$ cat config.mk
export PLATFORM = sky130hd
export DESIGN_NAME = substring_search
export DESIGN_NICKNAME = d
export VERILOG_FILES = /design/src/hw/rtl/ss_pkg.sv /design/src/hw/rtl/ss_front.sv /design/src/hw/rtl/ss_back.sv /design/src/hw/rtl/substring_search.sv
export VERILOG_INCLUDE_DIRS = /design/src /design/src/hw/rtl
export SDC_FILE = /design/constraint.sdc
export NUM_CORES = 1
export LEC_CHECK = 0
export ABC_CLOCK_PERIOD_IN_PS = 10800
export BUFFER_PORTS_ARGS = -buffer_cell sky130_fd_sc_hd__clkbuf_2
export CELL_PAD_IN_SITES_DETAIL_PLACEMENT = 1
export CELL_PAD_IN_SITES_GLOBAL_PLACEMENT = 2
export CORE_AREA = 3 3 211 213
export CTS_CLUSTER_DIAMETER = 120
export DETAILED_ROUTE_END_ITERATION = 8
export DIE_AREA = 0 0 214 216
export PLACE_DENSITY = 0.71
export SETUP_SLACK_MARGIN = 0.15
export SLEW_MARGIN = 10
export SYNTH_ARGS = -nofsm -noshare
export SYNTH_HDL_FRONTEND = slang
export SYNTH_SLANG_ARGS = --single-unit
export TNS_END_PERCENT = 100
$ cat constraint.sdc
create_clock -name clk -period 10.8 [get_ports clk]
set_clock_uncertainty 0.15 [all_clocks]
set_input_delay 1.62 -clock clk [delete_from_list [all_inputs] [get_ports clk]]
set_output_delay 1.62 -clock clk [all_outputs]
set_load 0.1 [all_outputs]
$ cat src/hw/rtl/substring_search_macros.svh
// Assertion macros used by the substring search RTL.
// Each macro expects signals named clk and rst_n in the scope of use.
`ifndef SUBSTRING_SEARCH_MACROS_SVH
`define SUBSTRING_SEARCH_MACROS_SVH

// Same-cycle implication, checked out of reset.
`define SS_ASSERT_IMP(lbl, pre, con, msg) \
    lbl: assert property (@(posedge clk) disable iff (!rst_n) (pre) |-> (con)) \
        else $error(msg);

// Next-cycle implication, checked out of reset.
`define SS_ASSERT_NXT(lbl, pre, con, msg) \
    lbl: assert property (@(posedge clk) disable iff (!rst_n) (pre) |=> (con)) \
        else $error(msg);

`endif

$ cat src/hw/rtl/ss_pkg.sv
package ss_pkg;

    // Register indexes on the configuration port.
    localparam logic REG_NEEDLE_BYTES  = 1'b0;
    localparam logic REG_NEEDLE_LENGTH = 1'b1;

    // Character that ends a string.
    localparam logic [7:0] CHAR_NUL = 8'h00;

    // Offset counter: width fixed by the result field, and the index at which
    // bytes stop being searched.
    localparam int          CNT_W        = 16;
    localparam logic [15:0] MAX_HAYSTACK = 16'd65535;

    // Queue between the front and back parts.
    localparam int QUEUE_DEPTH = 2;
    localparam int QPTR_W      = $clog2(QUEUE_DEPTH);
    localparam int QCNT_W      = $clog2(QUEUE_DEPTH + 1);

    // One classified byte as it waits in the queue.
    typedef struct packed {
        logic       term;
        logic [7:0] chr;
    } ss_item_t;

    // Head of the queue as seen by the back part.
    typedef struct packed {
        logic     valid;
        ss_item_t item;
    } ss_qhead_t;

    // What the back part did with the head this cycle.
    typedef struct packed {
        logic pop;
        logic term_pop;
    } ss_bk_status_t;

endpackage

$ cat src/hw/rtl/ss_front.sv
module ss_front
    import ss_pkg::*;
(
    input  logic          clk,
    input  logic          rst_n,
    input  logic          in_valid,
    output logic          in_stall,
    input  logic [7:0]    char_in,
    input  ss_bk_status_t bk_status,
    output ss_qhead_t     qhead
);

    ss_item_t             entry_reg [QUEUE_DEPTH];
    logic [QPTR_W-1:0]    wr_ptr_reg;
    logic [QPTR_W-1:0]    wr_ptr_next;
    logic [QPTR_W-1:0]    rd_ptr_reg;
    logic [QPTR_W-1:0]    rd_ptr_next;
    logic [QCNT_W-1:0]    count_reg;
    logic [QCNT_W-1:0]    count_next;
    logic                 push;
    ss_item_t             item_in;

    // The input stalls only when the queue is full.
    assign in_stall = (count_reg == QCNT_W'(QUEUE_DEPTH));
    assign push     = in_valid && !in_stall;

    // Classify the incoming byte.
    assign item_in.term = (char_in == CHAR_NUL);
    assign item_in.chr  = char_in;

    // Pointer and fill count updates.
    always_comb
    begin
        wr_ptr_next = wr_ptr_reg;
        rd_ptr_next = rd_ptr_reg;
        count_next  = count_reg;
        if (push)
        begin
            wr_ptr_next = (wr_ptr_reg == QPTR_W'(QUEUE_DEPTH - 1)) ? '0 : wr_ptr_reg + 1'b1;
        end
        if (bk_status.pop)
        begin
            rd_ptr_next = (rd_ptr_reg == QPTR_W'(QUEUE_DEPTH - 1)) ? '0 : rd_ptr_reg + 1'b1;
        end
        if (push && !bk_status.pop)
        begin
            count_next = count_reg + 1'b1;
        end
        else if (!push && bk_status.pop)
        begin
            count_next = count_reg - 1'b1;
        end
    end

    always_ff @(posedge clk or negedge rst_n)
    begin
        if (!rst_n)
        begin
            wr_ptr_reg <= '0;
            rd_ptr_reg <= '0;
            count_reg  <= '0;
        end
        else
        begin
            wr_ptr_reg <= wr_ptr_next;
            rd_ptr_reg <= rd_ptr_next;
            count_reg  <= count_next;
        end
    end

    // Queue storage.
    always_ff @(posedge clk)
    begin
        if (push)
        begin
            entry_reg[wr_ptr_reg] <= item_in;
        end
    end

    assign qhead.valid = (count_reg != '0);
    assign qhead.item  = entry_reg[rd_ptr_reg];

endmodule

$ cat src/hw/rtl/ss_back.sv
module ss_back
    import ss_pkg::*;
#(
    parameter int MAX_NEEDLE = 8
)
(
    input  logic             clk,
    input  logic             rst_n,
    input  logic [63:0]      needle_bytes,
    input  logic [3:0]       needle_length,
    input  ss_qhead_t        qhead,
    output ss_bk_status_t    bk_status,
    output logic             out_valid,
    input  logic             out_stall,
    output logic             found,
    output logic [CNT_W-1:0] match_offset,
    output logic             overflow
);

    localparam int         WIN_W    = 8 * MAX_NEEDLE;
    localparam int         LEN_W    = $clog2(MAX_NEEDLE + 1);
    localparam logic [3:0] MAX_LEN4 = 4'(MAX_NEEDLE);

    logic [WIN_W-1:0] window_reg;
    logic [WIN_W-1:0] window_next;
    logic [CNT_W-1:0] count_reg;
    logic             match_reg;
    logic [CNT_W-1:0] first_reg;
    logic             sat_reg;

    logic             out_valid_reg;
    logic             found_reg;
    logic [CNT_W-1:0] offset_reg;
    logic             overflow_reg;

    logic [LEN_W-1:0] lim;
    logic [LEN_W-1:0] eff_len;
    logic [MAX_NEEDLE:0] hit;
    logic             out_free;
    logic             pop;
    logic             term_pop;
    logic             byte_pop;
    logic             count_full;
    logic             can_search;
    logic [CNT_W-1:0] len_m1;

    // Effective needle length: capped, and cut at the first zero byte.
    always_comb
    begin
        lim = (needle_length > MAX_LEN4) ? LEN_W'(MAX_NEEDLE) : LEN_W'(needle_length);
        eff_len = lim;
        for (int k = MAX_NEEDLE - 1; k >= 0; k--)
        begin
            if ((LEN_W'(k) < lim) && (needle_bytes[8*k +: 8] == CHAR_NUL))
            begin
                eff_len = LEN_W'(k);
            end
        end
    end

    // Handshake with the queue and the output register.
    assign out_free = !out_valid_reg || !out_stall;
    assign pop      = qhead.valid && (!qhead.item.term || out_free);
    assign term_pop = pop && qhead.item.term;
    assign byte_pop = pop && !qhead.item.term;

    assign bk_status.pop      = pop;
    assign bk_status.term_pop = term_pop;

    // Window with the new byte shifted in at the top.
    assign window_next = (WIN_W'(qhead.item.chr) << (WIN_W - 8)) | (window_reg >> 8);

    // Parallel compare of the newest bytes against every needle length.
    always_comb
    begin
        hit[0] = 1'b0;
        for (int l = 1; l <= MAX_NEEDLE; l++)
        begin
            hit[l] = 1'b1;
            for (int k = 0; k < l; k++)
            begin
                if (window_next[8*(MAX_NEEDLE-l+k) +: 8] != needle_bytes[8*k +: 8])
                begin
                    hit[l] = 1'b0;
                end
            end
        end
    end

    assign len_m1     = CNT_W'(eff_len) - 1'b1;
    assign count_full = (count_reg >= MAX_HAYSTACK);
    assign can_search = (eff_len != '0) && !match_reg && !sat_reg && (count_reg >= len_m1);

    // Per-string search state.
    always_ff @(posedge clk or negedge rst_n)
    begin
        if (!rst_n)
        begin
            window_reg <= '0;
            count_reg  <= '0;
            match_reg  <= 1'b0;
            first_reg  <= '0;
            sat_reg    <= 1'b0;
        end
        else if (term_pop)
        begin
            window_reg <= '0;
            count_reg  <= '0;
            match_reg  <= 1'b0;
            first_reg  <= '0;
            sat_reg    <= 1'b0;
        end
        else if (byte_pop)
        begin
            window_reg <= window_next;
            if (count_full)
            begin
                if (!match_reg)
                begin
                    sat_reg <= 1'b1;
                end
            end
            else
            begin
                if (can_search && hit[eff_len])
                begin
                    match_reg <= 1'b1;
                    first_reg <= count_reg - len_m1;
                end
                count_reg <= count_reg + 1'b1;
            end
        end
    end

    // Result register, loaded on the terminator.
    always_ff @(posedge clk or negedge rst_n)
    begin
        if (!rst_n)
        begin
            out_valid_reg <= 1'b0;
        end
        else if (term_pop)
        begin
            out_valid_reg <= 1'b1;
        end
        else if (!out_stall)
        begin
            out_valid_reg <= 1'b0;
        end
    end

    always_ff @(posedge clk)
    begin
        if (term_pop)
        begin
            if (eff_len == '0)
            begin
                found_reg    <= 1'b1;
                offset_reg   <= '0;
                overflow_reg <= 1'b0;
            end
            else if (match_reg)
            begin
                found_reg    <= 1'b1;
                offset_reg   <= first_reg;
                overflow_reg <= 1'b0;
            end
            else
            begin
                found_reg    <= 1'b0;
                offset_reg   <= '0;
                overflow_reg <= sat_reg;
            end
        end
    end

    assign out_valid    = out_valid_reg;
    assign found        = found_reg;
    assign match_offset = offset_reg;
    assign overflow     = overflow_reg;

endmodule

$ cat src/hw/rtl/substring_search.sv
// Channel   Direction  Handshake            Payload
// input     in         in_valid / in_stall   char_in (8)
// result    out        out_valid / out_stall found, match_offset (16), overflow
// config    in         cfg_write             cfg_index (1), cfg_data (64)
//
// One byte is taken per cycle while the queue is not full; the rate is set
// by the combinational window compare in the back part, which retires one
// queued byte each clock unless a terminator meets a stalled result. Results
// pass the queue, then the output register; the next string may follow at once.
// Reset clears the needle, the per-string state, the queue and the result.
// A stalled result holds the back part only when a further terminator
// reaches it; the two-entry queue absorbs the input meanwhile.
`include "substring_search_macros.svh"

module substring_search
    import ss_pkg::*;
#(
    parameter int MAX_NEEDLE = 8
)
(
    input  logic             clk,
    input  logic             rst_n,
    input  logic             cfg_write,
    input  logic             cfg_index,
    input  logic [63:0]      cfg_data,
    input  logic             in_valid,
    output logic             in_stall,
    input  logic [7:0]       char_in,
    output logic             out_valid,
    input  logic             out_stall,
    output logic             found,
    output logic [CNT_W-1:0] match_offset,
    output logic             overflow
);

    logic [63:0]   needle_bytes_reg;
    logic [3:0]    needle_length_reg;
    ss_qhead_t     qhead;
    ss_bk_status_t bk_status;

    // Configuration registers.
    always_ff @(posedge clk or negedge rst_n)
    begin
        if (!rst_n)
        begin
            needle_bytes_reg  <= '0;
            needle_length_reg <= '0;
        end
        else if (cfg_write)
        begin
            unique case (cfg_index)
                REG_NEEDLE_BYTES:  needle_bytes_reg  <= cfg_data;
                REG_NEEDLE_LENGTH: needle_length_reg <= cfg_data[3:0];
                default:           needle_bytes_reg  <= needle_bytes_reg;
            endcase
        end
    end

    // Front part: takes and classifies bytes into the queue.
    ss_front u_front
    (
        .clk       (clk),
        .rst_n     (rst_n),
        .in_valid  (in_valid),
        .in_stall  (in_stall),
        .char_in   (char_in),
        .bk_status (bk_status),
        .qhead     (qhead)
    );

    // Back part: window compare, offset tracking and result register.
    ss_back #(
        .MAX_NEEDLE (MAX_NEEDLE)
    ) u_back
    (
        .clk           (clk),
        .rst_n         (rst_n),
        .needle_bytes  (needle_bytes_reg),
        .needle_length (needle_length_reg),
        .qhead         (qhead),
        .bk_status     (bk_status),
        .out_valid     (out_valid),
        .out_stall     (out_stall),
        .found         (found),
        .match_offset  (match_offset),
        .overflow      (overflow)
    );

    // A found needle never reports overflow.
    `SS_ASSERT_IMP(a_found_no_ovf, out_valid, !(found && overflow), "found with overflow")
    // A miss always reports offset zero.
    `SS_ASSERT_IMP(a_miss_offset, out_valid && !found, match_offset == '0, "miss offset not zero")
    // A terminator taken from the queue shows a result in the next cycle.
    `SS_ASSERT_NXT(a_term_result, bk_status.term_pop, out_valid, "terminator result lost")
    // The back part only pops what the queue holds.
    `SS_ASSERT_IMP(a_pop_valid, bk_status.pop, qhead.valid, "pop from empty queue")

endmodule
==> Word level (Yosys, flattened, before mapping) <==
Memories as Yosys holds them, arrays and structs flattened.
Cells that the tools add are included.
Widths: inputs -> output; s select.
{ "totals": {"regBits": 189, "mem_bits_rw": 18, "in_bits": 78, "mem_count": 1} }
{ "classes": {"n_addsub": 7, "magnitude_cmp": 12, "n_eq_ne": 40, "muxes": 73, "bitwise_logic": 3, "reduce_logical": 51} }
{ "memory_table": {"columns": ["memory", "depth", "word_bits", "rd", "rd_ports_with_merged_regs", "wr", "line_no", "source"], "rows": [
  ["u_front.entry_reg", 2, 9, 1, 0, 1, "ss_front.sv:13", "ss_item_t entry_reg [QUEUE_DEPTH];"]
]} }
{ "op_table": {"columns": ["operator", "n"], "rows": [
  ["$ne 8x8->1", 36],
  ["$mux 64", 2],
  ["$mux 16", 7],
  ["$logic_not 8->1", 9],
  ["$or 64x56->64", 1],
  ["$mux 1", 52],
  ["$mux 4", 9],
  ["$logic_and 1x1->1", 18],
  ["$add 16x1->16 const B", 1],
  ["$ge 16x16->1", 1],
  ["$ge 16x16->1 const B", 1],
  ["$lt 3x4->1 const A", 4],
  ["$sub 16x16->16", 1],
  ["$reduce_bool 2->1", 5],
  ["$logic_not 1->1", 8],
  ["$lt 1x4->1 const A", 2],
  ["$lt 2x4->1 const A", 2],
  ["$reduce_and 2->1", 3],
  ["$reduce_and 3->1", 2],
  ["$lt 4x5->1 const B", 1],
  ["$sub 4x1->5 const B", 1],
  ["$bmux 1 s4", 1],
  ["$gt 4x4->1 const B", 1],
  ["$logic_not 4->1", 1],
  ["11 further kinds", 17]
]} }

==> Logic depth before layout (Yosys ltp) <==
Gate-level depths: netlist of the first run.
{ "depth": {"word_depth": 21, "ltp_mapped": 20} }

==> Hierarchy <==
Synthesis of the first run repeated with hierarchy kept, for this count alone.
{ "hier_totals": {"cells_unflattened": 1172, "area_unflattened_um2": 12644.6} }
{ "by_module_without_submodules": {"columns": ["module", "n_inst", "cells_each", "area_per_inst_um2", "seq_area_each_um2"], "rows": [
  ["ss_back", 1, 977, 8931.1, 2817.7],
  ["substring_search", 1, 145, 2850.2, 1701.6],
  ["ss_front", 1, 50, 863.3, 640.6]
]} }

==> Worst setup path after synthesis of the first run <==
OpenSTA, ideal clock, no wires.
{ "synth_path": {"kind": "reg-to-reg", "from": "register needle_bytes_reg[53]", "to": "register u_back.first_reg[3]", "setup_ns": 0.095, "arrival_time_ns": 4.563, "path_slack_ns": 5.992, "path_stages_with_launch": 20, "n_path_buf": 2, "path_cell_list": "dfrtp_1 -> or4_4 -> or2_1 -> nand3_1 -> a31o_2 -> and2_1 -> inv_1 -> ha_1 -> nand2_1 -> clkbuf_1 -> ha_1 -> o21ai_0 -> a21oi_1 -> o21ai_1 -> o21ai_0 -> a211oi_1 -> o21a_1 -> buf_2 -> o211ai_1 -> o31ai_1"} }
{ "synth_via": {"elab_chain_len": 16} }
{ "synth_lines": {"columns": ["item", "line_no", "source"], "rows": [
  ["start: declaration", "substring_search.sv:36", "logic [63:0] needle_bytes_reg;"],
  ["start signal: assignment", "substring_search.sv:52", "REG_NEEDLE_BYTES: needle_bytes_reg <= cfg_data;"],
  ["start signal: assignment", "substring_search.sv:54", "default: needle_bytes_reg <= needle_bytes_reg;"],
  ["parallel branches: the longest is 16 deep, another holds $sub 16x16->16", null, null],
  ["end signal: assignment", "ss_back.sv:128", "first_reg <= count_reg - len_m1;"],
  ["end: declaration", "ss_back.sv:28", "logic [CNT_W-1:0] first_reg;"]
]} }
Several ways; the timed one is not identified. The select of a mux whose other input is x is not followed.
A chain may end at the register's enable or synchronous reset.

==> Worst setup path in the final report of the first run <==
{ "layout_path": {"from": "register needle_bytes_reg[25]", "to": "register u_back.first_reg[14]"} }
{ "layout_via": {"elab_chain_len": 13} }
{ "layout_lines": {"columns": ["item"], "rows": [
  ["parallel branches: the longest is 13 deep, another holds $sub 16x16->16"]
]} }
Several ways; the timed one is not identified. The select of a mux whose other input is x is not followed.

==> results of run 1 <==
[through the flow]
step | power [mW] | worst slack (ps)
detailed placement | 3.02 | 4380
floorplan | 2.45 | 5990
global placement | 3.02 | 4540
global route | 3.89 | 3900
CTS | 3.72 | 4360
finish | 3.70 | 4350
[area by class of cell]
| cell class | instances | area, um^2 |
|---|---|---|
| repair buffers | 116 | 634 |
| fillers | 4825 | 28600 |
| clock buffers | 19 | 454 |
| flip-flops and latches | 199 | 5160 |
| multi-input cells | 939 | 7080 |
| clock inverters | 13 | 155 |
| inverters | 14 | 52.6 |
| well taps | 585 | 732 |
[worst max-delay path: stages (launching register included)]
cell	delay, ps
dfrtp_1	570
nor4_1	750
nand2_1	230
a21oi_1	360
a31o_2	230
and2_1	210
inv_1	100
ha_1	210
nand2_1	750
ha_1	430
o21ai_0	180
a21oi_1	80
o21ai_1	250
o21ai_0	220
a211oi_1	340
o21a_1	760
nor2_1	220
a31o_1	270
[cell usage after synthesis (2+ instances only)]
master / number / area (um^2)
edfxtp_1: 36 / 1080
a211oi_1: 5 / 37.5
a211oi_2: 4 / 50.1
nor2_1: 32 / 120
mux2i_1: 2 / 20.0
clkbuf_1: 77 / 289
xnor2_1: 239 / 2090
dfrtp_1: 163 / 4080
nand2b_1: 5 / 31.3
inv_1: 13 / 48.8
or3_1: 5 / 31.3
buf_1: 8 / 30.0
nor4bb_1: 2 / 20.0
and3_1: 25 / 156
buf_6: 3 / 33.8
nor3_1: 7 / 35.0
a31o_1: 2 / 17.5
o32a_1: 2 / 20.0
xor2_1: 73 / 639
a21oi_2: 10 / 87.6
nand3_1: 54 / 270
and2_1: 5 / 31.3
nor4_1: 50 / 313
o21ai_2: 11 / 96.3
nor2b_1: 4 / 25.0
ha_1: 19 / 238
a31oi_1: 4 / 25.0
o2111ai_1: 2 / 17.5
or4_4: 3 / 33.8
a22o_1: 17 / 149
nand4_1: 69 / 432
o21a_1: 3 / 22.5
a21oi_1: 21 / 105
or2_2: 2 / 12.5
buf_2: 25 / 125
o21ai_1: 2 / 10.0
a21o_1: 6 / 45.0
buf_4: 2 / 15.0
mux2_2: 68 / 766
or4_1: 5 / 37.5
mux2i_4: 8 / 180
o21ai_0: 26 / 130
nand2_1: 111 / 417
o31ai_1: 11 / 82.6
[cells in the final DEF (no fill, tap or decap), types with 11 or more instances in the layout]
| cell | synthesis | layout |
|---|---|---|
| xnor2_1 | 239 | 239 |
| dfrtp_1 | 163 | 163 |
| nand2_1 | 111 | 111 |
| clkbuf_2 | 0 | 96 |
| xor2_1 | 73 | 73 |
| nand4_1 | 69 | 69 |
| mux2_2 | 68 | 68 |
| nand3_1 | 54 | 54 |
| nor4_1 | 50 | 50 |
| edfxtp_1 | 36 | 36 |
| nor2_1 | 32 | 31 |
| o21ai_0 | 26 | 26 |
| and3_1 | 25 | 25 |
| a21oi_1 | 21 | 21 |
| ha_1 | 19 | 19 |
| buf_4 | 2 | 19 |
| clkbuf_16 | 0 | 18 |
| a22o_1 | 17 | 17 |
| inv_1 | 13 | 13 |
| o21ai_2 | 11 | 11 |
| o31ai_1 | 11 | 11 |
[metal layers]
metal	vias up	wire [um]	part of all wire, %
met5	-	8	0.017
met4	2	2020	4.2
met3	97	2410	5.0
met2	314	21600	45
met1	5121	22200	46
li1	4474	-	-
[final timing paths]
| check | end | cells after the start |
|---|---|---|
| max reg2reg | u_back.first_reg[14]$_DFFE_PN0P_ | 17 |
| min in group asynchronous | u_back.first_reg[9]$_DFFE_PN0P_ | 1 |
| min | u_front.wr_ptr_reg$_DFFE_PN0P_ | 1 |
| max | u_back.first_reg[14]$_DFFE_PN0P_ | 17 |
| max in group asynchronous | needle_bytes_reg[25]$_DFFE_PN0P_ | 2 |
| min reg2reg | u_front.wr_ptr_reg$_DFFE_PN0P_ | 1 |
[power breakdown]
group          switching (mW)  total [mW]  internal [mW]
Combinational            1.09        1.69          0.604
Sequential              0.398        1.33          0.929
Clock                   0.339       0.682          0.343
Total                    1.82        3.70           1.88
[cells by family after synthesis]
group | after synthesis | share of synthesized area (%)
fa+ha+maj | 20 | 2.02
compound gates | 138 | 8.05
simple gates | 390 | 16.1
buf+inv | 130 | 4.42
mux | 79 | 7.64
flops | 199 | 40.4
xor+xnor | 312 | 21.4
==> metrics.txt, run 1 <==
# TYPE chip_impl_metric gauge
chip_impl_metric{name="tns",unit="ps"} 0
chip_impl_metric{name="avgViaCountPerCell",unit=""} 5.31
chip_impl_metric{name="detailedRoute.firstIterationViolations",unit=""} 680
chip_impl_metric{name="antennaDiodeCount",unit=""} 0
chip_impl_metric{name="max_freq",unit="GHz"} 0.155
chip_impl_metric{name="use_met1",unit="%"} 28.3
chip_impl_metric{name="port-buffer-count",unit=""} 97
chip_impl_metric{name="total_wirelength_of_the_detailed_routed_design",unit="mm"} 48.3
chip_impl_info{name="timing.setup.critical_path_class",value="reg -> reg"} 1
chip_impl_metric{name="arrival",unit="ps"} 6680
chip_impl_metric{name="clock_path_buffers",unit=""} 2
chip_impl_metric{name="grt_pass1_wl",unit="mm"} 71.5
chip_impl_metric{name="clkSlewWorstSetupHoldPaths",unit="ps"} 80
chip_impl_metric{name="syn_avg_cell_area",unit="um^2"} 10.1
chip_impl_metric{name="fin_crit_sh",unit="%"} 59.7
chip_impl_metric{name="grtUsageMet2",unit="%"} 33.1
chip_impl_metric{name="antenna_violations_before_repair",unit=""} 1
chip_impl_metric{name="place.gp.congestion",unit=""} 1.02
chip_impl_metric{name="layout.core_utilization",unit="%"} 33.3
chip_impl_metric{name="boundaryPins",unit=""} 98
chip_impl_metric{name="yosys_register_bits",unit=""} 199
chip_impl_metric{name="synth.net_count",unit=""} 1366
chip_impl_metric{name="routed_wire_length_per_instance",unit="um"} 25.6
chip_impl_metric{name="whs",unit="ps"} 347
chip_impl_metric{name="floorplan.rows",unit=""} 76
chip_impl_metric{name="numCtsBuffers",unit=""} 17
chip_impl_info{name="min_path_type",value="reg -> reg"} 1
chip_impl_metric{name="drc_errors",unit=""} 0
chip_impl_metric{name="leakagePower",unit="nW"} 5.52
chip_impl_metric{name="worstMarginPinSlew",unit="ps"} 1290
chip_impl_info{name="worst_r2r_startpoint",value="needle_bytes_reg[25]$_DFFE_PN0P_"} 1
chip_impl_info{name="rsz0062_at_grt",value="false"} 1
chip_impl_metric{name="place_area",unit="um^2"} 13700
chip_impl_metric{name="netlist-cell-type-count",unit=""} 71
chip_impl_metric{name="synth.yosys.seq_area_share",unit="%"} 40.4
chip_impl_metric{name="grt_remaining_overflow",unit=""} 0
chip_impl_metric{name="synthCells",unit=""} 1268
chip_impl_metric{name="fp.dieArea",unit="um^2"} 46200
chip_impl_metric{name="number_of_global_route_vias_before_repair",unit=""} 10300
chip_impl_metric{name="flow.area_growth_from_synthesis",unit="%"} 11.6
chip_impl_info{name="top_usage_layer",value="met2"} 1
chip_impl_metric{name="final_hold_viol_count",unit=""} 0
chip_impl_metric{name="chipHeight",unit="um"} 216
chip_impl_metric{name="dp.cells",unit=""} 1853
chip_impl_info{name="timing.critical_path.from_type",value="flop"} 1
chip_impl_metric{name="clock-sinks",unit=""} 199
chip_impl_info{name="synth_flop_cell",value="dfrtp_1"} 1
chip_impl_info{name="hp-start",value="u_front.wr_ptr_reg$_DFFE_PN0P_"} 1
chip_impl_metric{name="cellPowerDensity",unit="nW/um^2"} 259
chip_impl_metric{name="htree_num_levels",unit=""} 4
chip_impl_metric{name="slew_headroom",unit="%"} 13.5
chip_impl_metric{name="post-dp-hpwl",unit="mm"} 35.5
chip_impl_metric{name="die_w",unit="um"} 214
chip_impl_metric{name="net_count_reported_at_finish",unit=""} 1385
chip_impl_metric{name="number_of_enable_flip_flop_cells_after_synthesis",unit=""} 36
chip_impl_metric{name="critPathRequiredTime",unit="ps"} 11040
chip_impl_metric{name="post_cts_resized",unit=""} 0
chip_impl_metric{name="setup-violations-final",unit=""} 0
chip_impl_metric{name="initial_core_util",unit="%"} 29.8
chip_impl_metric{name="crit_fanout",unit=""} 30
chip_impl_metric{name="register_to_register_setup_slack",unit="ps"} 4350
chip_impl_metric{name="count_of_non_filler_cells_in_the_finished_layout",unit=""} 1885
chip_impl_metric{name="via_total_after_detailed_routing",unit=""} 10000
chip_impl_metric{name="final_period_minus_worst_setup_slack",unit="ps"} 6450
chip_impl_metric{name="synth_area",unit="um^2"} 12800
chip_impl_metric{name="slew_viols_final",unit=""} 0
chip_impl_metric{name="post_route_cells_drive_above_1_share",unit="%"} 20.5
chip_impl_metric{name="holdBufCountCts",unit=""} 0
chip_impl_metric{name="warnings_from_yosys",unit=""} 0
chip_impl_metric{name="grt_max_degree",unit=""} 69
chip_impl_info{name="startpoint",value="needle_bytes_reg[25]$_DFFE_PN0P_"} 1
chip_impl_metric{name="largest_register_ff_count",unit=""} 64
chip_impl_metric{name="vdd_ir_drop_max",unit="V"} 0.000153
chip_impl_info{name="cts_tree",value="done"} 1
chip_impl_info{name="cts_root_buf",value="clkbuf_16"} 1
chip_impl_metric{name="layout.cell_area.non_filler",unit="um^2"} 14300
chip_impl_info{name="end_kind",value="flop"} 1
chip_impl_metric{name="post-cts-setup-buffer-count",unit=""} 0
chip_impl_metric{name="met3_global_route_usage",unit="%"} 4.18
chip_impl_metric{name="antenna_violating_nets_post_route",unit=""} 0
chip_impl_metric{name="firstDrtPassIters",unit=""} 5
chip_impl_info{name="result_of_the_run",value="finished, final reports clean"} 1
chip_impl_metric{name="share_of_flip_flops_with_an_asynchronous_set_or_reset",unit="%"} 81.9
chip_impl_metric{name="insertion_delay",unit="ps"} 500
chip_impl_metric{name="cap_viol_max_count",unit=""} 0
chip_impl_metric{name="core",unit="um^2"} 42900
chip_impl_metric{name="grt.total_usage",unit="%"} 21.1
(Power assumes the default switching activity.)
==> run 2, diff against run 1 <==
--- a/config.mk
+++ b/config.mk
@@ -6,7 +6,8 @@
 export SDC_FILE = /design/constraint.sdc
 export NUM_CORES = 1
 export LEC_CHECK = 0
-export ABC_CLOCK_PERIOD_IN_PS = 10800
+export ABC_AREA = 1
+export ABC_CLOCK_PERIOD_IN_PS = 6570
 export BUFFER_PORTS_ARGS = -buffer_cell sky130_fd_sc_hd__clkbuf_2
 export CELL_PAD_IN_SITES_DETAIL_PLACEMENT = 1
 export CELL_PAD_IN_SITES_GLOBAL_PLACEMENT = 2
@@ -14,7 +15,7 @@
 export CTS_CLUSTER_DIAMETER = 120
 export DETAILED_ROUTE_END_ITERATION = 8
 export DIE_AREA = 0 0 214 216
-export PLACE_DENSITY = 0.71
+export PLACE_DENSITY = 0.76
 export SETUP_SLACK_MARGIN = 0.15
 export SLEW_MARGIN = 10
 export SYNTH_ARGS = -nofsm -noshare
==> constraint.sdc (replaced) <==
create_clock -name clk -period 6.57 [get_ports clk]
set_clock_uncertainty 0.15 [all_clocks]
set_input_delay 0.9855 -clock clk [delete_from_list [all_inputs] [get_ports clk]]
set_output_delay 0.9855 -clock clk [all_outputs]
set_load 0.1 [all_outputs]
==> metrics.txt, run 2 <==
# TYPE chip_impl_metric gauge
chip_impl_metric{name="initial_core_util",unit="%"} 29.8
chip_impl_metric{name="crit_fanout",unit=""} 18
chip_impl_metric{name="synth.area.mux_share",unit="%"} 2.20
chip_impl_metric{name="floorplan.rows",unit=""} 76
chip_impl_metric{name="post-cts-setup-buffer-count",unit=""} 0
chip_impl_metric{name="insertion_delay",unit="ps"} 500
chip_impl_metric{name="share_of_flip_flops_with_an_asynchronous_set_or_reset",unit="%"} 81.9
chip_impl_metric{name="post-dp-hpwl",unit="mm"} 35.4
chip_impl_info{name="most-common-layout-cells",value="nand2_1 (328), dfrtp_1 (163), nor2_1 (157)"} 1
chip_impl_info{name="min_path_type",value="in -> async"} 1
chip_impl_metric{name="vdd_ir_drop_max",unit="V"} 0.000257
chip_impl_info{name="timing.critical_path.from_type",value="flop"} 1
chip_impl_metric{name="grt_remaining_overflow",unit=""} 0
chip_impl_info{name="synth_flop_cell",value="dfrtp_1"} 1
chip_impl_metric{name="layout.core_utilization",unit="%"} 33.0
chip_impl_metric{name="filler_cells_inserted",unit=""} 5204
chip_impl_metric{name="critPathRequiredTime",unit="ps"} 6800
chip_impl_metric{name="layout.cell_area.non_filler",unit="um^2"} 14200
chip_impl_metric{name="leakagePower",unit="nW"} 6.17
chip_impl_metric{name="register_to_register_setup_slack",unit="ps"} 1730
chip_impl_metric{name="core",unit="um^2"} 42900
chip_impl_metric{name="synthCells",unit=""} 1605
chip_impl_metric{name="post_synthesis_share_of_cell_area_spent_on_xor_and_xnor_gates",unit="%"} 14.7
chip_impl_info{name="timing.setup.critical_path_class",value="reg -> reg"} 1
chip_impl_metric{name="drc_errors",unit=""} 0
chip_impl_metric{name="port-buffer-count",unit=""} 97
chip_impl_metric{name="post_cts_resized",unit=""} 0
chip_impl_metric{name="detailedRoute.firstIterationViolations",unit=""} 801
chip_impl_metric{name="cellPowerDensity",unit="nW/um^2"} 431
chip_impl_metric{name="synth-simple-area-share",unit="%"} 23.8
chip_impl_info{name="synthTopCellsByArea",value="dfrtp_1 (32%), nand2_1 (9.7%), xnor2_1 (9.1%)"} 1
chip_impl_metric{name="synth_top_area_share",unit="%"} 31.9
chip_impl_metric{name="via_total_after_detailed_routing",unit=""} 11200
chip_impl_metric{name="htree_num_levels",unit=""} 4
chip_impl_metric{name="grt.total_usage",unit="%"} 20.8
chip_impl_metric{name="netlist-cell-type-count",unit=""} 54
chip_impl_metric{name="post-place-ws",unit="ps"} 1770
chip_impl_metric{name="met3WireLength",unit="mm"} 2.54
chip_impl_metric{name="fp.dieArea",unit="um^2"} 46200
chip_impl_metric{name="warnings_from_yosys",unit=""} 0
chip_impl_metric{name="total_wirelength_of_the_detailed_routed_design",unit="mm"} 47.4
chip_impl_info{name="routed.top_layer",value="met4"} 1
chip_impl_metric{name="routed_wire_length_per_instance",unit="um"} 21.3
chip_impl_metric{name="antennaDiodeCount",unit=""} 0
chip_impl_metric{name="final_hold_viol_count",unit=""} 0
chip_impl_info{name="cts_root_buf",value="clkbuf_16"} 1
chip_impl_metric{name="r2r.worst_path.cells",unit=""} 22
chip_impl_metric{name="synth_fa_ha_area_share",unit="%"} 2.02
chip_impl_metric{name="place.gp.congestion",unit=""} 0.932
chip_impl_metric{name="clock_path_buffers",unit=""} 2
chip_impl_metric{name="max_freq",unit="GHz"} 0.207
chip_impl_metric{name="number_of_global_route_vias_before_repair",unit=""} 11700
chip_impl_info{name="combinational_family_with_the_most_area_after_synthesis",value="simple AND/OR/NAND/NOR gates"} 1
chip_impl_metric{name="synth.yosys.seq_area_share",unit="%"} 40.4
chip_impl_metric{name="chipHeight",unit="um"} 216
chip_impl_info{name="cts_tree",value="done"} 1
chip_impl_info{name="worst_r2r_startpoint",value="needle_bytes_reg[21]$_DFFE_PN0P_"} 1
chip_impl_metric{name="numCtsBuffers",unit=""} 17
chip_impl_metric{name="slowest_delay",unit="ps"} 670
chip_impl_metric{name="path_buf_inv",unit=""} 0
chip_impl_metric{name="setup-violations-final",unit=""} 0
chip_impl_metric{name="clkSlewWorstSetupHoldPaths",unit="ps"} 90
chip_impl_info{name="result_of_the_run",value="finished, final reports clean"} 1
chip_impl_metric{name="slew_viols_final",unit=""} 0
chip_impl_metric{name="cap_viol_max_count",unit=""} 0
chip_impl_info{name="cell_mode_on_critical_path",value="nand2_1"} 1
chip_impl_metric{name="yosys_register_bits",unit=""} 199
chip_impl_metric{name="avgViaCountPerCell",unit=""} 5.03
chip_impl_metric{name="antenna_violating_nets_post_route",unit=""} 0
chip_impl_info{name="synth_top_cell_by_area",value="dfrtp_1"} 1
chip_impl_metric{name="place_area",unit="um^2"} 13600
chip_impl_info{name="mostFrequentLayoutCell",value="nand2_1"} 1
chip_impl_metric{name="post_route_cells_drive_above_1_share",unit="%"} 12.2
chip_impl_metric{name="fin_crit_sh",unit="%"} 73.6
chip_impl_metric{name="flow.area_growth_from_synthesis",unit="%"} 10.9
chip_impl_metric{name="net_count_reported_at_finish",unit=""} 1723
chip_impl_metric{name="die_w",unit="um"} 214
chip_impl_metric{name="final_period_minus_worst_setup_slack",unit="ps"} 4840
chip_impl_metric{name="synth.net_count",unit=""} 1703
chip_impl_info{name="end_kind",value="flop"} 1
chip_impl_metric{name="synth_compound_gate_area_share",unit="%"} 8.35
chip_impl_metric{name="tns",unit="ps"} 0
chip_impl_info{name="critPathSlowestCell",value="nor4_1"} 1
chip_impl_metric{name="syn_avg_cell_area",unit="um^2"} 7.96
chip_impl_metric{name="boundaryPins",unit=""} 98
chip_impl_metric{name="grt_max_degree",unit=""} 66
chip_impl_metric{name="clock-sinks",unit=""} 199
chip_impl_info{name="synthTopCellsByCount",value="nand2_1 (330), dfrtp_1 (163), nor2_1 (157), inv_1 (152), xnor2_1 (133)"} 1
chip_impl_info{name="ordered_list_of_cells_on_the_worst_path",value="nor4_1 -> nand3_1 -> nand2_1 -> nand2_1 -> nand2_1 -> ha_1 -> nand3_2 -> ha_1 -> a21oi_1 -> nand2_1 -> nand2_1 -> nand2_1 -> a21oi_1 -> nand2_1 -> nand2_1 -> a21oi_1 -> o21ai_0 -> nand2_1 -> nand3_4 -> nand2_4 -> nand2_1 -> nand2_1"} 1
chip_impl_metric{name="firstDrtPassIters",unit=""} 4
chip_impl_metric{name="whs",unit="ps"} 314
chip_impl_metric{name="number_of_enable_flip_flop_cells_after_synthesis",unit=""} 36
chip_impl_info{name="rsz0062_at_grt",value="false"} 1
chip_impl_metric{name="arrival",unit="ps"} 5060
chip_impl_metric{name="worstMarginPinSlew",unit="ps"} 1160
chip_impl_metric{name="wl_met2",unit="mm"} 21.2
chip_impl_metric{name="synth_area",unit="um^2"} 12800
chip_impl_metric{name="worst_slack",unit="ps"} 1730
chip_impl_metric{name="grt_pass1_wl",unit="mm"} 72.6
chip_impl_metric{name="holdBufCountCts",unit=""} 0
chip_impl_info{name="critPathTopFamily",value="simple AND/OR/NAND/NOR gates"} 1
chip_impl_metric{name="antenna_violations_before_repair",unit=""} 0
chip_impl_metric{name="slew_headroom",unit="%"} 22.4
chip_impl_info{name="post-synth-top-count-cell",value="nand2_1"} 1
chip_impl_metric{name="met1Wirelength",unit="mm"} 22.6
chip_impl_info{name="regToRegEndpoint",value="u_back.first_reg[8]$_DFFE_PN0P_"} 1
chip_impl_metric{name="largest_register_ff_count",unit=""} 64
## run 2: cell count changes after synthesis, moves of 43 or more
cell	delta
xnor2_1	-106
nand2_1	+219
nor2_1	+125
mux2_2	-43
a21oi_1	+52
inv_1	+139
## run 2: worst max-delay path by stage
stage                                          start                         endpoint  slack [ps]  depth (start not counted)
floorplan            needle_bytes_reg[1]$_DFFE_PN0P_     u_back.match_reg$_DFFE_PN0P_        2820                         22
global placement    needle_bytes_reg[21]$_DFFE_PN0P_  u_back.first_reg[2]$_DFFE_PN0P_        1930                         22
detailed placement  needle_bytes_reg[21]$_DFFE_PN0P_  u_back.first_reg[8]$_DFFE_PN0P_        1770                         22
CTS                 needle_bytes_reg[21]$_DFFE_PN0P_  u_back.first_reg[8]$_DFFE_PN0P_        1730                         22
global route        needle_bytes_reg[21]$_DFFE_PN0P_  u_back.first_reg[8]$_DFFE_PN0P_        1250                         22
finish              needle_bytes_reg[21]$_DFFE_PN0P_  u_back.first_reg[8]$_DFFE_PN0P_        1730                         22
## run 2: area by class of cell
type / count / area, um^2 / share of cell area, %
clock buffer: 18 / 429 / 3.03
sequential: 199 / 5160 / 36.4
clock inverter: 14 / 136 / 0.963
multi-input combinational: 1136 / 6530 / 46.1
tap: 585 / 732 / 5.17
inverter: 167 / 627 / 4.43
timing repair buffer: 104 / 544 / 3.84
## run 2: routing by layer
metal | global-route usage [%] | vias up
met4 | 6.41 | 0
met5 | 0 | -
met3 | 3.87 | 61
met2 | 32.6 | 284
met1 | 29.0 | 5594
li1 | - | 5235
## run 2: logic make-up after synthesis
family	count (synthesis)
and+or+nand+nor	691
DFF	199
muxes	25
AOI/OAI and AO/OA	185
adders and majority gates	20
buffers and inverters	270
xor gates and xnor gates	215
## run 2: stage by stage
step | instances | power, mW
floorplan | 1605 | 4.11
global placement | 2191 | 4.99
detailed placement | 2191 | 5.03
CTS | 2223 | 6.12
global route | 2223 | 6.48
finish | 2223 | 6.10
## run 2: worst reg2reg max path, delay by kind of cell (launching register included)
| family | cells | cell delay (ps) |
|---|---|---|
| and+or+nand+nor | 16 | 2670 |
| adders and majority gates | 2 | 750 |
| DFF | 1 | 510 |
| AOI/OAI and AO/OA | 4 | 640 |
## run 2: report_power, final
group          switching, mW  leakage [nW]  internal [mW]
clock                  0.561         0.268          0.502
sequential             0.526          2.39           1.57
combinational           2.06          3.51          0.877
total                   3.15          6.17           2.95
==> run 3, diff against run 2 <==
--- a/config.mk
+++ b/config.mk
@@ -7,7 +7,7 @@
 export NUM_CORES = 1
 export LEC_CHECK = 0
 export ABC_AREA = 1
-export ABC_CLOCK_PERIOD_IN_PS = 6570
+export ABC_CLOCK_PERIOD_IN_PS = 4810
 export BUFFER_PORTS_ARGS = -buffer_cell sky130_fd_sc_hd__clkbuf_2
 export CELL_PAD_IN_SITES_DETAIL_PLACEMENT = 1
 export CELL_PAD_IN_SITES_GLOBAL_PLACEMENT = 2
==> constraint.sdc (replaced) <==
create_clock -name clk -period 4.81 [get_ports clk]
set_clock_uncertainty 0.15 [all_clocks]
set_input_delay 0.7215 -clock clk [delete_from_list [all_inputs] [get_ports clk]]
set_output_delay 0.7215 -clock clk [all_outputs]
set_load 0.1 [all_outputs]
==> metrics.txt, run 3 (same netlist as run 2, synthesis figures left out) <==
# TYPE chip_impl_metric gauge
chip_impl_metric{name="leakagePower",unit="nW"} 6.33
chip_impl_metric{name="post-place-ws",unit="ps"} 164
chip_impl_info{name="timing.setup.critical_path_class",value="reg -> reg"} 1
chip_impl_info{name="mostFrequentLayoutCell",value="nand2_1"} 1
chip_impl_metric{name="post-dp-hpwl",unit="mm"} 37.9
chip_impl_metric{name="arrival",unit="ps"} 4610
chip_impl_metric{name="grt_max_degree",unit=""} 86
chip_impl_metric{name="critPathRequiredTime",unit="ps"} 5050
chip_impl_metric{name="fin_crit_sh",unit="%"} 90.8
chip_impl_metric{name="detailedRoute.firstIterationViolations",unit=""} 783
chip_impl_metric{name="tns",unit="ps"} 0
chip_impl_metric{name="chipHeight",unit="um"} 216
chip_impl_metric{name="final_period_minus_worst_setup_slack",unit="ps"} 4370
chip_impl_info{name="result_of_the_run",value="finished, final reports clean"} 1
chip_impl_metric{name="initial_core_util",unit="%"} 29.8
chip_impl_metric{name="total_switching_power",unit="mW"} 4.40
chip_impl_metric{name="drc_errors",unit=""} 0
chip_impl_metric{name="cellInternalPower",unit="mW"} 4.16
chip_impl_metric{name="floorplan.rows",unit=""} 76
chip_impl_metric{name="slew_viols_final",unit=""} 0
chip_impl_metric{name="fp.dieArea",unit="um^2"} 46200
chip_impl_metric{name="clock-sinks",unit=""} 199
chip_impl_metric{name="crit_fanout",unit=""} 11
chip_impl_metric{name="vdd_ir_drop_max",unit="V"} 0.000330
chip_impl_info{name="cts_tree",value="done"} 1
chip_impl_metric{name="flow.area_growth_from_synthesis",unit="%"} 13.5
chip_impl_info{name="timing.critical_path.from_type",value="flop"} 1
chip_impl_metric{name="avgViaCountPerCell",unit=""} 5.05
chip_impl_metric{name="layout.core_utilization",unit="%"} 33.8
chip_impl_metric{name="total_wirelength_of_the_detailed_routed_design",unit="mm"} 50.2
chip_impl_metric{name="core",unit="um^2"} 42900
chip_impl_info{name="most-common-layout-cells",value="nand2_1 (329), dfrtp_1 (161), nor2_1 (156)"} 1
chip_impl_metric{name="slew_headroom",unit="%"} 39.1
chip_impl_metric{name="post_route_cells_drive_above_1_share",unit="%"} 14.7
chip_impl_metric{name="routed_wire_length_per_instance",unit="um"} 22.3
chip_impl_metric{name="cap_viol_max_count",unit=""} 0
chip_impl_metric{name="worst_slack",unit="ps"} 441
chip_impl_metric{name="whs",unit="ps"} 101
chip_impl_info{name="worst_r2r_startpoint",value="needle_length_reg[3]$_DFFE_PN0P_"} 1
chip_impl_info{name="rsz0062_at_grt",value="false"} 1
chip_impl_metric{name="clock_power_share",unit="%"} 17.4
chip_impl_metric{name="place.gp.congestion",unit=""} 0.940
chip_impl_info{name="end_kind",value="flop"} 1
chip_impl_metric{name="largest_register_ff_count",unit=""} 64
chip_impl_info{name="startpoint",value="needle_length_reg[3]$_DFFE_PN0P_"} 1
chip_impl_metric{name="worstMarginPinSlew",unit="ps"} 904
chip_impl_info{name="regToRegEndpoint",value="u_back.first_reg[13]$_DFFE_PN0P_"} 1
chip_impl_metric{name="htree_num_levels",unit=""} 4
chip_impl_metric{name="netSwitchingFraction",unit="%"} 51.4
chip_impl_metric{name="setup-violations-final",unit=""} 0
chip_impl_metric{name="via_total_after_detailed_routing",unit=""} 11400
chip_impl_metric{name="comb_power_share",unit="%"} 50.0
chip_impl_metric{name="r2r.worst_path.cells",unit=""} 27
chip_impl_metric{name="antenna_violating_nets_post_route",unit=""} 0
chip_impl_metric{name="grt_pass1_wl",unit="mm"} 76.0
chip_impl_metric{name="cellPowerDensity",unit="nW/um^2"} 591
chip_impl_metric{name="clock_path_buffers",unit=""} 2
chip_impl_metric{name="clkSlewWorstSetupHoldPaths",unit="ps"} 80
chip_impl_metric{name="antenna_violations_before_repair",unit=""} 0
chip_impl_info{name="min_path_type",value="in -> async"} 1
chip_impl_metric{name="numCtsBuffers",unit=""} 17
chip_impl_metric{name="die_w",unit="um"} 214
chip_impl_metric{name="holdBufCountCts",unit=""} 0
chip_impl_metric{name="number_of_global_route_vias_before_repair",unit=""} 12100
chip_impl_metric{name="final_hold_viol_count",unit=""} 0
chip_impl_metric{name="grt_remaining_overflow",unit=""} 0
chip_impl_metric{name="firstDrtPassIters",unit=""} 5
chip_impl_metric{name="grt.total_usage",unit="%"} 22.0
chip_impl_metric{name="max_freq",unit="GHz"} 0.229
chip_impl_metric{name="p_total",unit="mW"} 8.56
chip_impl_info{name="cts_root_buf",value="clkbuf_16"} 1
chip_impl_metric{name="net_count_reported_at_finish",unit=""} 1756
chip_impl_metric{name="register_to_register_setup_slack",unit="ps"} 440
chip_impl_metric{name="seq_power_share",unit="%"} 32.6
chip_impl_metric{name="antennaDiodeCount",unit=""} 0
chip_impl_metric{name="insertion_delay",unit="ps"} 510
chip_impl_metric{name="port-buffer-count",unit=""} 97
chip_impl_metric{name="boundaryPins",unit=""} 98
## run 3: per-stage QoR
| step | instances | area, um^2 |
|---|---|---|
| 2_1_floorplan | 1605 | 12800 |
| 3_3_place_gp | 2222 | 13800 |
| 3_5_place_dp | 2222 | 13800 |
| 4_1_cts | 2254 | 14400 |
| 5_1_grt | 2256 | 14500 |
| 6_report | 2256 | 14500 |
## run 3: power by group through the flow
stage | sequential [mW] | combinational (mW) | clock, mW
6_report | 2.79 | 4.29 | 1.49
3_3_place_gp | 2.80 | 4.15 | 0
2_1_floorplan | 2.85 | 2.76 | 0
3_5_place_dp | 2.80 | 4.20 | 0
4_1_cts | 2.78 | 4.23 | 1.53
5_1_grt | 2.84 | 4.66 | 1.59
## run 3: timing repair
action,in CTS,in global routing
gates resized for setup,1,17
setup endpoints to repair,1,17
pin swaps,0,3
setup buffers,0,2
## run 3: worst max-delay path by stage
stage          cells past startpoint                          endpoint  slack (ps)
2_1_floorplan                     22      u_back.match_reg$_DFFE_PN0P_        1060
3_3_place_gp                      22   u_back.first_reg[9]$_DFFE_PN0P_         230
3_5_place_dp                      22   u_back.first_reg[4]$_DFFE_PN0P_         160
4_1_cts                           23   u_back.first_reg[4]$_DFFE_PN0P_         270
5_1_grt                           28  u_back.first_reg[13]$_DFFE_PN0P_         130
6_report                          27  u_back.first_reg[13]$_DFFE_PN0P_         440
## run 3: final cells by class
class	count	area [um^2]
clock inverters	14	138
clock buffers	18	429
multi-input cells	1136	6590
fillers	5201	28400
flip-flops and latches	199	5160
repair buffers	137	805
well taps	585	732
inverters	167	629
## run 3: routing by layer
metal,GRT usage [%],part of all wire (%),vias to the layer above
li1,-,-,5286
met1,30.5,47,5727
met4,7.77,2.8,0
met5,0,0,-
met2,33.2,44,302
met3,5.72,6.4,79
## run 3: critical path, stage by stage, from the launching register on
cell and delay [ps]:
dfrtp_1 450, inv_2 140, nand3_1 100, o21ai_1 130, nand2_1 80, nand2_1 130, nand4_1 230, a21oi_2 290
inv_2 90, ha_1 240, xor2_1 190, ha_1 380, nand2_1 110, o21ai_2 170, nand3_1 90, nand2_1 100
nand2_1 60, nand2_1 120, a21oi_2 90, nand2_1 70, nand2_1 50, a21oi_1 110, o21ai_0 90, nand2_1 100
nand3_4 160, buf_4 220, nand3_1 70, nand2_1 60
